[config.mk]
export PLATFORM = sky130hd
export DESIGN_NAME = hgi_regs
export DESIGN_NICKNAME = d
export VERILOG_FILES = /design/src/rtl/hgi_pkg.sv /design/src/rtl/hgi_regs.sv
export SDC_FILE = /design/constraint.sdc
export NUM_CORES = 1
export LEC_CHECK = 0
export CORE_UTILIZATION = 68
export CTS_CLUSTER_SIZE = 14
export DETAILED_ROUTE_END_ITERATION = 8
export DONT_BUFFER_PORTS = 1
export HOLD_SLACK_MARGIN = 0.03
export PLACE_DENSITY = 0.88
export SETUP_SLACK_MARGIN = 0.3
export SLEW_MARGIN = 20
export SYNTH_ARGS = -nofsm -noshare
export SYNTH_HDL_FRONTEND = slang
export SYNTH_SLANG_ARGS = --single-unit
[constraint.sdc]
create_clock -name clk -period 2.46 [get_ports clk]
set_clock_uncertainty 0.2 [all_clocks]
set_input_delay 0.246 -clock clk [delete_from_list [all_inputs] [get_ports clk]]
set_output_delay 0.246 -clock clk [all_outputs]
set_load 0.03 [all_outputs]
[src/rtl/hgi_pkg.sv]
// ----------------------------------------------------------------------------
// hgi_pkg
// Shared types, codes and arithmetic helpers for the height grid interpolator.
// ----------------------------------------------------------------------------
package hgi_pkg;

  localparam int GRID_COLS_DEF = 256;
  localparam int GRID_ROWS_DEF = 256;
  localparam int PAW           = 5;

  localparam logic [16:0] ONE_Q16 = 17'h10000;

  localparam logic [1:0] KIND_WRITE  = 2'd0;
  localparam logic [1:0] KIND_ADD    = 2'd1;
  localparam logic [1:0] KIND_QUERY  = 2'd2;

  localparam logic [1:0] METH_TRI    = 2'd0;
  localparam logic [1:0] METH_BILIN  = 2'd1;

  localparam logic [1:0] STAT_OK     = 2'd0;
  localparam logic [1:0] STAT_CLAMP  = 2'd1;
  localparam logic [1:0] STAT_METHOD = 2'd2;

  localparam logic [2:0] REG_ORIGIN_X  = 3'd0;
  localparam logic [2:0] REG_ORIGIN_Y  = 3'd1;
  localparam logic [2:0] REG_SCALE_X   = 3'd2;
  localparam logic [2:0] REG_SCALE_Y   = 3'd3;
  localparam logic [2:0] REG_COLS_USED = 3'd4;
  localparam logic [2:0] REG_ROWS_USED = 3'd5;

  typedef struct packed {
    logic signed [31:0] origin_x;
    logic signed [31:0] origin_y;
    logic        [31:0] scale_x;
    logic        [31:0] scale_y;
    logic        [8:0]  cols_used;
    logic        [8:0]  rows_used;
  } cfg_t;

  // Q20.32 sum to Q16.16, half up, saturated
  function automatic logic signed [31:0] round_q16(input logic signed [51:0] s);
    logic signed [51:0] t;
    logic signed [35:0] q;
    t = s + 52'sd32768;
    q = 36'(t >>> 16);
    if (q > 36'sd2147483647) return 32'sh7fffffff;
    if (q < -36'sd2147483648) return 32'sh80000000;
    return 32'(q);
  endfunction

  function automatic logic signed [31:0] sat_add32(input logic signed [31:0] a,
                                                   input logic signed [31:0] b);
    logic signed [32:0] s;
    s = 33'(a) + 33'(b);
    if (s > 33'sd2147483647) return 32'sh7fffffff;
    if (s < -33'sd2147483648) return 32'sh80000000;
    return 32'(s);
  endfunction

endpackage

[src/rtl/hgi_regs.sv]
// ----------------------------------------------------------------------------
// hgi_regs
// APB configuration registers.
// ----------------------------------------------------------------------------
module hgi_regs
  import hgi_pkg::*;
(
  input  logic           clk,
  input  logic           rst,
  input  logic           psel,
  input  logic           penable,
  input  logic           pwrite,
  input  logic [PAW-1:0] paddr,
  input  logic [31:0]    pwdata,
  output logic [31:0]    prdata,
  output logic           pready,
  output cfg_t           cfg
);

  logic [2:0] idx;
  logic       wr;

  assign idx    = paddr[4:2];
  assign wr     = psel && penable && pwrite;
  assign pready = 1'b1;

  always_ff @(posedge clk) begin
    if (rst) begin
      cfg.origin_x  <= '0;
      cfg.origin_y  <= '0;
      cfg.scale_x   <= 32'h0001_0000;
      cfg.scale_y   <= 32'h0001_0000;
      cfg.cols_used <= 9'd256;
      cfg.rows_used <= 9'd256;
    end else if (wr) begin
      case (idx)
        REG_ORIGIN_X:  cfg.origin_x  <= pwdata;
        REG_ORIGIN_Y:  cfg.origin_y  <= pwdata;
        REG_SCALE_X:   cfg.scale_x   <= pwdata;
        REG_SCALE_Y:   cfg.scale_y   <= pwdata;
        REG_COLS_USED: cfg.cols_used <= pwdata[8:0];
        REG_ROWS_USED: cfg.rows_used <= pwdata[8:0];
        default: ;
      endcase
    end
  end

  always_comb begin
    case (idx)
      REG_ORIGIN_X:  prdata = cfg.origin_x;
      REG_ORIGIN_Y:  prdata = cfg.origin_y;
      REG_SCALE_X:   prdata = cfg.scale_x;
      REG_SCALE_Y:   prdata = cfg.scale_y;
      REG_COLS_USED: prdata = 32'(cfg.cols_used);
      REG_ROWS_USED: prdata = 32'(cfg.rows_used);
      default:       prdata = '0;
    endcase
  end

endmodule

Word level (Yosys, flattened, before mapping)
Cells that the tools add are included.
W data, S select, Z words.
{"block": "op_classes", "n_mux": 1, "reduce_logical": 9, "n_eq_ne": 5}
{"op": "$pmux W32 S6", "n": 1}
{"op": "$reduce_and A2 Y1", "n": 6}
{"op": "$eq A3 B2 Y1 const B", "n": 2}
{"op": "$eq A3 B3 Y1 const B", "n": 2}
{"op": "$eq A3 B1 Y1 const B", "n": 1}
{"op": "$logic_not A3 Y1", "n": 1}
{"op": "$logic_and A1 B1 Y1", "n": 2}
{"block": "totals", "output_inout_bits": 179, "elab_cells": 21, "ff_bits": 146}

Longest topological paths before layout
Gate-level depths: netlist of run 1.
{"block": "depth", "word_depth": 3, "mapped_depth": 7, "ltp_nobuf": 3}

Least setup slack after synthesis of run 1
No wires, ideal clock.
{"block": "synth_path", "path_kind": "input -> output", "from": "input paddr[3]", "to": "output prdata[2]", "stages": 6, "arrival_ps": 1516, "setup_slack_ps": 498, "required_time_ps": 2014, "cell_sequence": "buf_6 -> buf_4 -> nor2b_1 -> buf_4 -> a22oi_1 -> a21oi_1"}
{"block": "synth_via", "elab_chain_len": 2, "elab_cells_between_ends": 7, "cone_classes": "eq/ne (5); mux (1); reduce/logical (1)"}
{"item": "from (decl)", "line": "hgi_regs.sv:13", "text": "input logic [PAW-1:0] paddr,"}
{"item": "$eq A3 B3 Y1, or another cell as far along", "line": "hgi_regs.sv:49", "text": "case (idx)"}
{"item": "$pmux W32 S6 *", "line": "hgi_regs.sv:49"}
{"item": "to (decl)", "line": "hgi_regs.sv:15", "text": "output logic [31:0] prdata,"}
Every way passes the cells marked *; elsewhere a longest branch is shown, timed or not.

Worst setup path in the final report of run 1
{"block": "layout_path", "from": "register cfg[21] (netlist bit)", "to": "output prdata[3]"}
{"block": "layout_via", "elab_chain_len": 1}
{"item": "from (decl)", "line": "hgi_regs.sv:17", "text": "output cfg_t cfg"}
{"item": "$pmux W32 S6", "line": "hgi_regs.sv:49"}
Every way passes these cells.

==> metrics, run 1 <==
Final Hold Vio Count 0; Synth area leader dfxtp_1; max FFs per register roughly 150; combinational power share about 6%; P&R area growth vs syn 28.9%; period utilization 91.5%; Worst path top cell family by delay flip-flops; placed insts 743; chip height 103 um; number of synthesized flops with an enable pin 0; Max Cap Viol 0; total grt overflow 0; clk slew on worst S/H paths 0.06 ns; power density over the cells 614 nW/um2; setup tns final 0 ns; share of Yosys cell area claimed by the top area cell type 41.8%; Synth Instances 632; Levels on crit path 4; fin util between 90% and 100%; Rel. slew slack about 55%; Via density 6.60; Top Registers cfg (146); largest register by flop count cfg; Row Count 36; largest net degree at the start of global routing around 150; worst-path fanout max 3; Die Span X approximately 100 um; Slew @ Worst Pin 0.670 ns; Clock Root Buffer clkbuf_8; Clk network pwr share 50.2%; die area 10,700 um2; Synth Register Bits between 100 and 150; Max Fclk 444 MHz; residual DRC count 0; syn nets 674; Internal Dissipation 4.23 mW; RSZ-0062 raised after global routing true; CP startpoint kind flip-flop; asr flop ratio synth 0%; Leak 3.99 nW; slowest CP cell dfxtp_2; Yosys warnings 0; main area contributors after synthesis dfxtp_1 42%, mux2i_1 21%, nand2b_1 16%; routability cong. 0.775; most frequent cells in the layout 174 x nand2b_1, 149 x mux2i_1, 101 x dfxtp_2; Final setup violation count 0; max incr delay on CP 0.39 ns; Starting Density 70.9%; R2R depth 4; power share of the sequential group 43.8%; ANT nets after route 0; share of cells above drive strength 1 approximately a third; Slew Limit Fails 0; hold path depth 4; critical path cell sequence mux2_1 > a32oi_1 > o21ai_1 > buf_4; WL per Instance between 20 and 30 um; final WL 23,800 um; Net Switching around 1.3 mW; detailed placement HPWL between 10,000 and 15,000 um; fin nets 769; synthesized area 6990 um2; clk buf depth 2; CTS Buf Count 17; Buffers on Ports 0; CTS tree built; Setup crit end kind output pin; first-pass iteration count of the detailed router 5; gr usage total 39.2%; WP data required roughly 2 ns; switch share 23.5%; CP bufs+invs 1; clock sinks 146; first-pass GRT wire length around 30,000 um; sequential area share after synthesis 41.8%; worst path arrival time 1.80 ns; initial drt markers 414; Post-Layout Cell Count 873; power after layout 5.53 mW; initial antenna violation count 0; commonest non-fill, non-tap cell in the layout nand2b_1; Worst-Skew Late Latency 0.53 ns; Max IR drop VDD approximately 0.45 mV; Synth cell types 30; critical path class reg2out; H-Tree Depth 4; status finished clean; Setup Buffers After CTS 0; worst hold path type in2reg; n_diodes 0; Core Area 9860 um2; via count 5,762; num ports approximately 220; vias in the first global route 5,655; post-layout minimum cycle time 2.25 ns; Avg Cell Area, Syn 11.1 um2; prevailing post-synth register cell dfxtp_1
## stage by stage
step	instance area, um2	worst slack, ns	hold slack (ns)
finish	9010	0.210	0.129
floorplan	6990	0.498	0.217
global placement	7080	0.665	0.222
global route	9010	0.168	0.121
CTS	8840	0.230	0.0497
detailed placement	7080	0.634	0.244
## final cells by class
type | instances | area, um2
Multi-Input combinational cell | 433 | 3900
Sequential cell | 146 | 3090
Timing Repair Buffer | 128 | 1230
Fill cell | 355 | 855
Clock buffer | 21 | 439
Clock inverter | 11 | 179
Tap cell | 133 | 166
Inverter | 1 | 3.75
## final timing paths
check	start	end	slack, ns
worst max-delay path	cfg[21]	prdata[3]	0.21
worst min-delay path	paddr[2]	cfg[117]	0.13
worst max register to register	cfg[139]	cfg[139]	0.24
worst min register to register	cfg[11]	cfg[11]	0.36
## synth_stat cells, drive strengths merged, types with 3 or more instances
master,count
nand2,4
nor2b,25
o21ai,3
dfxtp,146
a221oi,4
buf,30
mux2i,149
nor2,7
a22oi,6
mux2,14
clkbuf,22
and2,3
mux4,24
nand2b,174
a21oi,6
## kinds of logic (layout without fill, tap and decap cells)
logic type | count (synthesis) | count (layout) | share of synthesized area [%]
compound gates | 26 | 26 | 2.58
mux | 187 | 187 | 31.3
other cells | 1 | 1 | 0.0536
buf+inv | 53 | 161 | 4.44
simple gates | 219 | 219 | 19.8
flops | 146 | 146 | 41.8
## tightest hold or removal path: cells and delay by family
| kind | cells | cell delay [ns] |
|---|---|---|
| buf+inv | 1 | 0.20 |
| mux | 1 | 0.13 |
| simple gates | 2 | 0.22 |
## timing repair
item / CTS / global route
hold buffers: 98 / 0
endpoints found under the setup margin: 32 / 40
gates resized for setup: 94 / 72
pin swaps: 0 / 2
cloned: 0 / 1
endpoints found under the hold margin: 146 / 0
## per-layer routing
metal  vias to the layer above  global-route usage [%]  routed length, um
li1                       2363                       -                  -
met1                      2832                    42.5               8350
met2                       455                    69.3              11700
met3                       112                    11.6               2450
met4                         0                    20.3               1310
met5                         -                       0                  0
## power by group through the flow
stage | registers (mW) | clock network (mW) | logic (mW)
floorplan | 2.48 | 0 | 0.246
detailed placement | 2.48 | 0 | 0.213
finish | 2.42 | 2.77 | 0.332
global placement | 2.48 | 0 | 0.208
global route | 2.42 | 2.86 | 0.344
CTS | 2.43 | 2.71 | 0.304
(Power assumes the default switching activity.)
==> run 2: changes to the inputs <==
--- a/config.mk
+++ b/config.mk
@@ -5,6 +5,7 @@
 export SDC_FILE = /design/constraint.sdc
 export NUM_CORES = 1
 export LEC_CHECK = 0
+export ABC_AREA = 1
 export CORE_UTILIZATION = 68
 export CTS_CLUSTER_SIZE = 14
 export DETAILED_ROUTE_END_ITERATION = 8
==> run 2 against run 1 <==
Net effect:
- first-iteration DRC count grew to 2.8 times the previous value
- sequential power is 3% higher
- sequential cell count stayed put
- synthesized cell count grew 81%
- die area rose by 1.1%
- combinational power is 42% higher
- largest power group unchanged
==> metrics, run 2 <==
Final WS setup 0.262 ns (+0.0521 ns); via count 8,205 (+42%); period utilization 89.4% (-2.1 points); Via density 6.01 (-8.9%); Max IR drop VDD 0.416 mV (-8.5%); Rel. slew slack 40.8% (-14 points); Post-Layout Cell Count 1,365 (+56%); Slew Limit Fails 0 (unchanged); power density over the cells 646 nW/um2 (+5.4%); slowest CP cell dfxtp_1; WP data required 2.01 ns (about the same); ANT nets after route 0 (unchanged); Yosys warnings 0 (unchanged); syn nets 1,187 (+76%); WL per Instance 18.7 um (-32%); status finished clean; CTS tree built; largest register by flop count cfg; DP Area 7380 um2 (+4.4%); worst-path fanout max 3 (unchanged); Worst-Skew Late Latency 0.53 ns (about the same); Setup crit end kind output pin; initial antenna violation count 0 (unchanged); Synth area leader dfxtp_1; vias in the first global route 7,638 (+35%); number of synthesized flops with an enable pin 0 (unchanged); Slew @ Worst Pin 0.888 ns (+0.218 ns); Row Count 36 (unchanged); final WL 25,500 um (+7.0%); post-layout minimum cycle time 2.20 ns (-0.0521 ns); main area contributors after synthesis dfxtp_1 41%, nor2_1 17%, nand2_1 17%; commonest non-fill, non-tap cell in the layout nor2_1; Starting Density 71.4% (+0.49 points); worst hold path type in2reg; die area 10,800 um2 (+1.1%); power after layout 5.69 mW (+2.9%); clock sinks 146 (unchanged); first-pass iteration count of the detailed router 6 (+1); total grt overflow 0 (unchanged); P&R area growth vs syn 24.4%; initial drt markers 1,166 (+180%); most numerous cell in the Yosys netlist nor2_1; CTS Buf Count 17 (unchanged); critical path class reg2out; asr flop ratio synth 0% (unchanged); Max Fclk 455 MHz (+2.4%); pre-CTS setup slack 0.425 ns (-0.208 ns); first-pass GRT wire length 39,200 um (+28%); synthesized area 7070 um2 (+1.1%); Synth cell types 19 (-37%); placed insts 1,255 (+69%); Leak 3.92 nW (-1.8%); Synth Instances 1,145 (+81%); Clock Root Buffer clkbuf_8; chip height 104 um (+0.56%); CP bufs+invs 1 (unchanged); Top Registers cfg (146); share of Yosys cell area claimed by the top area cell type 41.3% (-0.47 points); detailed placement HPWL 12,600 um (+22%); routability cong. 0.943 (+22%); Synth Register Bits 146 (unchanged); Final Hold Vio Count 0 (unchanged); Worst path top cell family by delay flip-flops; n_diodes 0 (unchanged); Die Span X 104 um (+0.56%); Final setup violation count 0 (unchanged); most frequent cells in the layout 324 x nor2_1, 311 x nand2_1, 132 x dfxtp_1; RSZ-0062 raised after global routing false; Avg Cell Area, Syn 6.18 um2 (-44%); fin nets 1,261 (+64%); Buffers on Ports 0 (unchanged); max incr delay on CP 0.56 ns (+0.17 ns); prevailing post-synth register cell dfxtp_1; synth cell count leaders 326 x nor2_1, 311 x nand2_1, 146 x dfxtp_1; setup tns final 0 ns (unchanged); residual DRC count 0 (unchanged); worst path arrival time 1.75 ns (-0.05 ns); H-Tree Depth 4 (unchanged); gr usage total 45.6% (+6.3 points); num ports 221 (unchanged); Max Cap Viol 0 (unchanged); max FFs per register 146 (unchanged); sequential area share after synthesis 41.3% (-0.47 points); Crit path top cell by count nand2_1; Core Area 9910 um2 (+0.46%); clk slew on worst S/H paths 0.07 ns (about the same); post-route cell area 8800 um2 (-2.4%); share of cells above drive strength 1 9.66% (-23 points); largest net degree at the start of global routing 147 (-2.6%); clk buf depth 2 (unchanged); critical path cell sequence nand4_1 > nand2_1 > nor2_2 > nand2_1 > buf_12; CP startpoint kind flip-flop
==> run 2: cell count changes in the layout (fill, tap and decap cells not counted), sizes merged, moves of 92 or more <==
cell | before | now
nor2 | 7 | 335
nand2 | 4 | 312
nand2b | 174 | 0
mux2i | 149 | 0
nand3 | 1 | 130
inv | 2 | 94
==> run 2: per-stage QoR <==
step	hold slack [ns]	utilization, %
after global placement	0.175	74.5
after detailed placement	0.181	74.5
after floorplan	0.172	-
after global routing	0.0707	88.8
final	0.0339	88.8
after CTS	0.0481	88.1
==> run 2: cell type report <==
type / instances / area [um2]
clock inverters: 11 / 151
repair buffers: 131 / 1280
flip-flops and latches: 146 / 2940
fillers: 537 / 1110
well taps: 133 / 166
clock buffers: 21 / 459
inverters: 92 / 348
multi-input cells: 831 / 3450
==> run 2: timing repair <==
| item | 4_1_cts | 5_1_grt |
|---|---|---|
| resized for setup | 0 | 20 |
| buffers inserted | 0 | 4 |
| hold buffers | 74 | 0 |
| endpoints found under the setup margin | 0 | 41 |
| endpoints found under the hold margin | 146 | 0 |
==> run 2: power breakdown <==
group          switching, mW  internal, mW
Clock                   1.09          1.64
Combinational          0.312         0.158
Sequential            0.0941          2.39
==> run 2: path summary, 6_finish.rpt <==
path / end / startpoint / slack [ns] / cells past startpoint
max reg2reg: cfg[66] / cfg[66] / 0.82 / 3
min: cfg[52] / paddr[2] / 0.03 / 5
max: prdata[5] / cfg[5] / 0.26 / 5
min reg2reg: cfg[6] / cfg[6] / 0.38 / 2
==> run 2: kinds of logic (layout without fill, tap and decap cells) <==
| kind of cell | after synthesis | in the layout | synth area share, % |
|---|---|---|---|
| DFF | 146 | 146 | 41.3 |
| other | 1 | 1 | 0.0530 |
| buffers and inverters | 168 | 255 | 10.1 |
| AOI/OAI and AO/OA | 35 | 35 | 2.48 |
| and+or+nand+nor | 795 | 795 | 46.0 |
==> run 2: worst register-to-register path, stage by stage (launching register included) <==
cell,delay (ns)
dfxtp_1,0.58
o21ai_0,0.15
dlygate4sd3_1,0.58
nand3_1,0.06
==> run 2: layer usage <==
layer | vias up | track usage [%] | wire length, um
met2 | 777 | 72.4 | 11700
li1 | 3656 | - | -
met5 | - | 0 | 0
met3 | 148 | 14.6 | 3790
met1 | 3624 | 54.2 | 8590
met4 | 0 | 26.2 | 1350
